==> src/rtl/tfap_pkg.sv <==
// Shared types and constants for the field-aligned tensor projection.
package tfap_pkg;

	// Headroom of the quotient above the output width: |N/D| and |M/2D| stay below 3*2^(DW-1).
	localparam int unsigned QEXTRA = 2;

	typedef struct packed {
		logic zero;
		logic neg_par;
		logic neg_perp;
	} flags_t;

endpackage

==> src/rtl/tfap_out.sv <==
// Rounding, saturation and the output register with its skid entry.
module tfap_out #(
	parameter int DW = 32,
	parameter int FW = 24
) (
	input  logic                             clk,
	input  logic                             arst_n,
	input  logic                             in_valid,
	input  logic [DW+tfap_pkg::QEXTRA-1:0]   q_par,
	input  logic [DW+tfap_pkg::QEXTRA-1:0]   q_perp,
	input  logic [2*FW:0]                    rem_par,
	input  logic [2*FW:0]                    rem_perp,
	input  logic [2*FW-1:0]                  den,
	input  tfap_pkg::flags_t                 flags,
	input  logic                             m_tready,
	output logic                             en,
	output logic                             m_tvalid,
	output logic [DW-1:0]                    t_parallel,
	output logic [DW-1:0]                    t_perpendicular,
	output logic                             zero_field,
	output logic                             saturated
);
	localparam int QW  = DW + tfap_pkg::QEXTRA;
	localparam int RW  = 2 * DW + 2;
	localparam logic [QW:0] LIM = (QW+1)'(1) << (DW - 1);

	// Clip a rounded magnitude and apply its sign; bit DW of the result flags a clip.
	function automatic logic [DW:0] pack(input logic neg, input logic [QW:0] mag);
		logic          over;
		logic [QW:0]   clip;
		over = neg ? (mag > LIM) : (mag >= LIM);
		clip = over ? (neg ? LIM : LIM - (QW+1)'(1)) : mag;
		pack = {over, neg ? DW'(-clip) : DW'(clip)};
	endfunction

	logic            up_par, up_perp;
	logic [QW:0]     qr_par_c, qr_perp_c;

	// Round half away from zero on the magnitude: up when twice the remainder reaches the divisor.
	assign up_par    = {rem_par, 1'b0} >= {2'b00, den};
	assign up_perp   = {rem_perp, 1'b0} >= {1'b0, den, 1'b0};
	assign qr_par_c  = (QW+1)'(q_par) + (QW+1)'(up_par);
	assign qr_perp_c = (QW+1)'(q_perp) + (QW+1)'(up_perp);

	logic             v_s1;
	logic [QW:0]      qr_par_s1, qr_perp_s1;
	tfap_pkg::flags_t f_s1;

	logic [DW:0]      pk_par, pk_perp;
	logic [RW-1:0]    res_c;

	assign pk_par  = pack(f_s1.neg_par, qr_par_s1);
	assign pk_perp = pack(f_s1.neg_perp, qr_perp_s1);
	assign res_c = f_s1.zero ? {1'b0, 1'b1, {(2*DW){1'b0}}}
		: {pk_par[DW] | pk_perp[DW], 1'b0, pk_perp[DW-1:0], pk_par[DW-1:0]};

	logic             out_v_q, skid_v_q;
	logic [RW-1:0]    out_q, skid_q;

	assign en = !skid_v_q;

	always_ff @(posedge clk or negedge arst_n) begin
		if (!arst_n) begin
			v_s1     <= 1'b0;
			out_v_q  <= 1'b0;
			skid_v_q <= 1'b0;
		end else begin
			if (en) begin
				v_s1 <= in_valid;
			end
			if (skid_v_q) begin
				if (m_tready) begin
					skid_v_q <= 1'b0;
				end
			end else if (!out_v_q || m_tready) begin
				out_v_q <= v_s1;
			end else if (v_s1) begin
				skid_v_q <= 1'b1;
			end
		end
	end

	always_ff @(posedge clk) begin
		if (en) begin
			qr_par_s1  <= qr_par_c;
			qr_perp_s1 <= qr_perp_c;
			f_s1       <= flags;
		end
		if (skid_v_q) begin
			if (m_tready) begin
				out_q <= skid_q;
			end
		end else if (!out_v_q || m_tready) begin
			out_q <= res_c;
		end else begin
			skid_q <= res_c;
		end
	end

	assign m_tvalid        = out_v_q;
	assign t_parallel      = out_q[DW-1:0];
	assign t_perpendicular = out_q[2*DW-1:DW];
	assign zero_field      = out_q[2*DW];
	assign saturated       = out_q[2*DW+1];

`ifndef ASSERT_OFF
	a_skid_needs_out: assert property (@(posedge clk) disable iff (!arst_n)
		skid_v_q |-> out_v_q)
		else $error("skid entry holds a word while the output register is empty");

	a_skid_drains: assert property (@(posedge clk) disable iff (!arst_n)
		skid_v_q && m_tready |=> out_v_q && !skid_v_q)
		else $error("skid word was not moved to the output register");

	a_stall_catch: assert property (@(posedge clk) disable iff (!arst_n)
		out_v_q && !m_tready && v_s1 && !skid_v_q |=> skid_v_q && out_v_q)
		else $error("finished word was dropped during an output stall");

	a_zero_clean: assert property (@(posedge clk) disable iff (!arst_n)
		out_v_q && zero_field |-> !saturated && t_parallel == '0 && t_perpendicular == '0)
		else $error("zero field word carries nonzero results");
`endif

endmodule

==> config.mk <==
export PLATFORM = sky130hd
export DESIGN_NAME = tfap_out
export DESIGN_NICKNAME = d
export VERILOG_FILES = /design/src/rtl/tfap_pkg.sv /design/src/rtl/tfap_out.sv
export SDC_FILE = /design/constraint.sdc
export NUM_CORES = 1
export LEC_CHECK = 0
export BUFFER_PORTS_ARGS = -buffer_cell sky130_fd_sc_hd__buf_2
export CAP_MARGIN = 20
export CELL_PAD_IN_SITES_DETAIL_PLACEMENT = 1
export CELL_PAD_IN_SITES_GLOBAL_PLACEMENT = 1
export CORE_UTILIZATION = 46
export DETAILED_ROUTE_END_ITERATION = 6
export GPL_TIMING_DRIVEN = 0
export PLACE_DENSITY = 0.95
export SYNTH_ARGS = -nofsm -noshare
export SYNTH_HDL_FRONTEND = slang
export SYNTH_SLANG_ARGS = --single-unit
==> constraint.sdc <==
create_clock -name clk -period 14 [get_ports clk]
set_input_delay 0.7 -clock clk [delete_from_list [all_inputs] [get_ports clk]]
set_output_delay 0.7 -clock clk [all_outputs]
set_load 0.01 [all_outputs]
======== Word level (Yosys, flattened, before mapping) ========
Cells that the tools add are included.
Widths: inputs -> output; s select.
storage, ports and cells
  flip-flop bits (word level) ............. 208
  bits of input ports ..................... 221
  output and inout port bits .............. 68
  word-level logic and storage cells ...... 47
cells by class
  $add $sub $neg .......................... 4
  $lt $le $gt $ge ......................... 6
  equal/unequal tests ..................... 1
  multiplexer cells ....................... 16
  bitwise logic cells ..................... 3
  reduce and logical (&&, ||, !) cells .... 7
operator list
  operator              number
  $mux 66               4
  $mux 32               6
  $add 34x1->35         2
  $ge 35x32->1 const B  2
  $gt 35x32->1 const B  2
  $neg 32->32           2
  $ge 50x48->1          1
  $ge 50x49->1          1
  $mux 1                6
  $reduce_and 2->1      3
  $logic_not 1->1       2
  $ne 2x2->1 const B    1
  $not 1->1             2
  $reduce_bool 2->1     1
  $logic_or 1x1->1      1
  $or 1x1->1            1

======== Longest topological paths before layout ========
  depth in word-level cells ............... 8
  mapped depth ............................ 18
  gate-level depth less buffers ........... 18

======== Worst setup path before layout ========
Ideal clock, no wire load.
  path type ............................... register -> register
  start point ............................. reg skid_v_q
  end point ............................... reg skid_q[0], enable pin
  library setup time ...................... 0.585 ns
  arrival ................................. 5.772 ns
  data required time ...................... 13.415 ns
  setup slack ............................. 7.643 ns
  stages on the path, launching flop included .. 5
  path buffers ............................ 3
  clock period less this slack ............ 6.357 ns
  path through ............................ dfrtp_1 -> clkbuf_8 -> clkbuf_1 -> buf_1 -> nor3b_1
on the way
  word-level cells in the longest chain between the ends .. 2
ends and longest elaborated chain
  element                            line            text
  start: declaration                 tfap_out.sv:57  logic out_v_q, skid_v_q;
  start signal: assignment           tfap_out.sv:66  skid_v_q <= 1'b0;
  start signal: assignment           tfap_out.sv:73  skid_v_q <= 1'b0;
  start signal: assignment           tfap_out.sv:78  skid_v_q <= 1'b1;
  $not 1->1 (no source line)         -
  $reduce_and 2->1 (no source line)  -
  end signal: assignment             tfap_out.sv:96  skid_q <= res_c;
  end: declaration                   tfap_out.sv:58  logic [RW-1:0] out_q, skid_q;
Every way passes these cells.
A chain may end at the register's enable or synchronous reset.

======== Final worst setup path ========
  start point ............................. reg qr_perp_s1[7]
  end point ............................... reg skid_q[60] (data pin)
on the way
  word-level cells in the longest chain between the ends .. 6
  elaborated cells on any way between the ends .. 7
  classes of those cells .................. add/sub (1); order compare (2); mux (4)
ends and longest elaborated chain
  element                                              line            text
  start: declaration                                   tfap_out.sv:46  logic [QW:0] qr_par_s1, qr_perp_s1;
  start signal: assignment                             tfap_out.sv:86  qr_perp_s1 <= qr_perp_c;
  $ge 35x32->1 / $gt 35x32->1 (equally long branches)  tfap_out.sv:31  over = neg ? (mag > LIM) : (mag >= LIM);
  $mux 1                                               tfap_out.sv:31
  $mux 32 (*)                                          tfap_out.sv:32  clip = over ? (neg ? LIM : LIM - (QW+1)'(1)) : mag;
  $neg 32->32                                          tfap_out.sv:33  pack = {over, neg ? DW'(-clip) : DW'(clip)};
  $mux 32 (*)                                          tfap_out.sv:33
  $mux 66 (*)                                          tfap_out.sv:54  assign res_c = f_s1.zero ? {1'b0, 1'b1, {(2*DW){1'b0}}}
  net res_c[60]                                        tfap_out.sv:50  logic [RW-1:0] res_c;
The timed path passes the listed nets; every way through them passes the cells marked *.

==> key figures <==
Synth
  • Synth area leader: edfxtp_1
  • Cell with the most instances after synthesis: edfxtp_1
  • Syn nets: 1733
  • #FFs+latches synth: 208
  • Ys flop type: edfxtp_1
  • Synth top area cells: edfxtp_1, ha_1, xnor2_1
  • Asr flop ratio synth: 0.0144
  • Distinct cells, synth: 85
  • Post-synth top cells: edfxtp_1, nand2_1, ha_1
  • Syn. warnings: 0
  • Yosys top cell area share: 0.438
  • Mapped Cells: 1409
  • Syn avg cell area: 9.97 um2
  • EDFF count, synth: 205
  • Post-synthesis sequential area ratio: 0.443
  • Mapped Area: 14100 um2

Clock tree
  • TritonCTS buffer count: 22
  • H-tree Lvls: 1
  • Clock Path Buffers: 3
  • Clk root buf: clkbuf_16
  • Sink Count: 208
  • TritonCTS clock tree: done
  • Clock transition at the registers of the reported paths: 60 ps
  • PostCTS Resize Cnt: 0
  • Hold buffer count at CTS: 1
  • Clock latency on the worst-skew pair: 520 ps
  • Setup bufs post-CTS: 0

Layout
  • Fin area: 16900 um2
  • Final net count: 2055
  • Final Core Density: 0.565
  • Layout area overhead: 20.1%
  • Post-route insts no fill: 2140
  • Share of cells above drive strength 1: 0.226

GRT
  • Vias in the first global route: 14.0k
  • Largest net degree at the start of global routing: 48
  • First-pass GRT wire length: 82300 um
  • Gr usage total: 0.346
  • Gr ovfl total: 0
  • Initial antenna violation count: 7

Placement
  • Port bufs: 288
  • DP HPWL: 42800 um
  • Placer Congestion: 0.938
  • DP Area: 16100 um2
  • Pre-CTS setup slack: 8380 ps
  • Dpl cells: 2095

Worst setup path
  • CP Capture Type: flop
  • Crit path max fanout: 10
  • Worst Path Arrival: 6200 ps
  • Critical path type: flop to flop
  • Startpoint Class: flop
  • Critical Path RT: 14230 ps

Timing
  • Final hold vios: 0
  • Slew Limit Fails: 0
  • Number of setup violations in the final report: 0
  • Tmin final: 5970 ps
  • Highest clock rate: 0.168 GHz
  • Final period utilization: 0.426
  • Setup Skew: 17.2 ps
  • Slew HR: 0.299
  • Post-route setup slack: 8030 ps
  • Final setup TNS: 0 ps
  • Hold_ws: 369 ps
  • RSZ-0062 raised after global routing: no
  • Worst slew pin tran: 1050 ps

Floorplan
  • Die span in x: 177 um
  • Core footprint: 29900 um2
  • Die area: 31300 um2
  • Num ports: 289
  • Initial Util: 0.470
  • Die height: 177 um
  • FP Rows: 63

Outcome
  • Outcome: complete, no violations

Power
  • Total Power: 2.18 mW
  • VDD IR max: 57.5 uV
  • Leakage: 6.99 nW
  • PD cells: 129 nW/um2

Route
  • Vias: 13.6k
  • Routed Antenna Nets: 0
  • Via density per instance: 6.33
  • Post-route DRC: 0
  • Drt pass-1 iters: 5
  • DRT Wirelength: 54300 um
  • Initial DRC Count: 1531
  • WL per Instance: 25.4 um

Flow run
  • Max-cap violations: 0

Min path
  • Hold Crit Class: input port to flop
## worst max-delay path: stages, from the launching register on
cell	delay, ps
edfxtp_1	500
or4_1	540
buf_2	200
nor3_2	420
and4_1	290
and4_1	200
buf_2	230
nor2_1	150
buf_2	280
a21oi_1	300
ha_1	380
o21ai_1	390
nor2_1	480
o31ai_1	320
o21bai_1	250
o31ai_1	580
a21oi_1	160
## worst paths after layout
kind,startpoint,endpoint,slack [ps],depth (start not counted)
max,qr_perp_s1[7],skid_q[60],8030,16
min,flags[0],f_s1[0],370,1
max reg2reg,qr_perp_s1[7],skid_q[60],8030,16
min reg2reg,skid_q[41],out_q[41],530,2
max in group asynchronous,arst_n,m_tvalid,13340,2
min in group asynchronous,arst_n,skid_v_q,530,2
## routing by layer
layer / up-vias / routed length [um] / global-route usage
li1: 6038 / - / -
met1: 6569 / 20800 / 0.420
met2: 799 / 27100 / 0.617
met3: 140 / 4470 / 0.0552
met4: 4 / 1910 / 0.121
met5: - / 23 / 0
## sequential cells by signal, summed over array words and instances (netlist names)
register,count
skid_v_q,1
f_s1,3
m_tvalid,1
qr_par_s1,35
out_q,66
skid_q,66
qr_perp_s1,35
v_s1,1
## final cells by class
type	count	area, um2
Antenna cell	5	12.5
Buffer	61	330
Clock buffer	28	594
Clock inverter	10	125
Fill cell	3423	13000
Inverter	72	270
Multi-Input combinational cell	1068	7250
Sequential cell	208	6230
Tap cell	390	488
Timing Repair Buffer	298	1580
## cell families after synthesis
kind of cell / Yosys count / synth area share
XOR/XNOR: 85 / 0.0530
multiplexers: 20 / 0.0157
flip-flops: 208 / 0.443
AO/OA/AOI/OAI: 352 / 0.166
adder cells (fa/ha/maj): 103 / 0.0917
AND/OR/NAND/NOR: 508 / 0.188
buffers and inverters: 133 / 0.0426
## where the power goes
| part | internal (mW) | switching (mW) |
|---|---|---|
| Combinational | 0.228 | 0.416 |
| Clock | 0.355 | 0.244 |
| Sequential | 0.851 | 0.0835 |
## placed cells by master (no fill, tap or decap), types with 11 or more instances in the layout
cell         n
buf_2      299
edfxtp_1   205
nand2_1    129
ha_1       103
nor2_1     101
a21oi_1     85
o21ai_0     75
inv_1       70
nor3_1      56
xnor2_1     56
nand4_1     49
clkbuf_1    41
a21o_1      37
nand3_1     35
nor4_1      33
xor2_1      29
o31ai_1     24
clkbuf_16   23
a211oi_1    18
mux2_2      16
and3_1      15
or4_1       14
or3_1       13
and4_1      11
o211ai_1    11
a22o_1      11
Note: power is estimated with default switching activity, not from simulation.
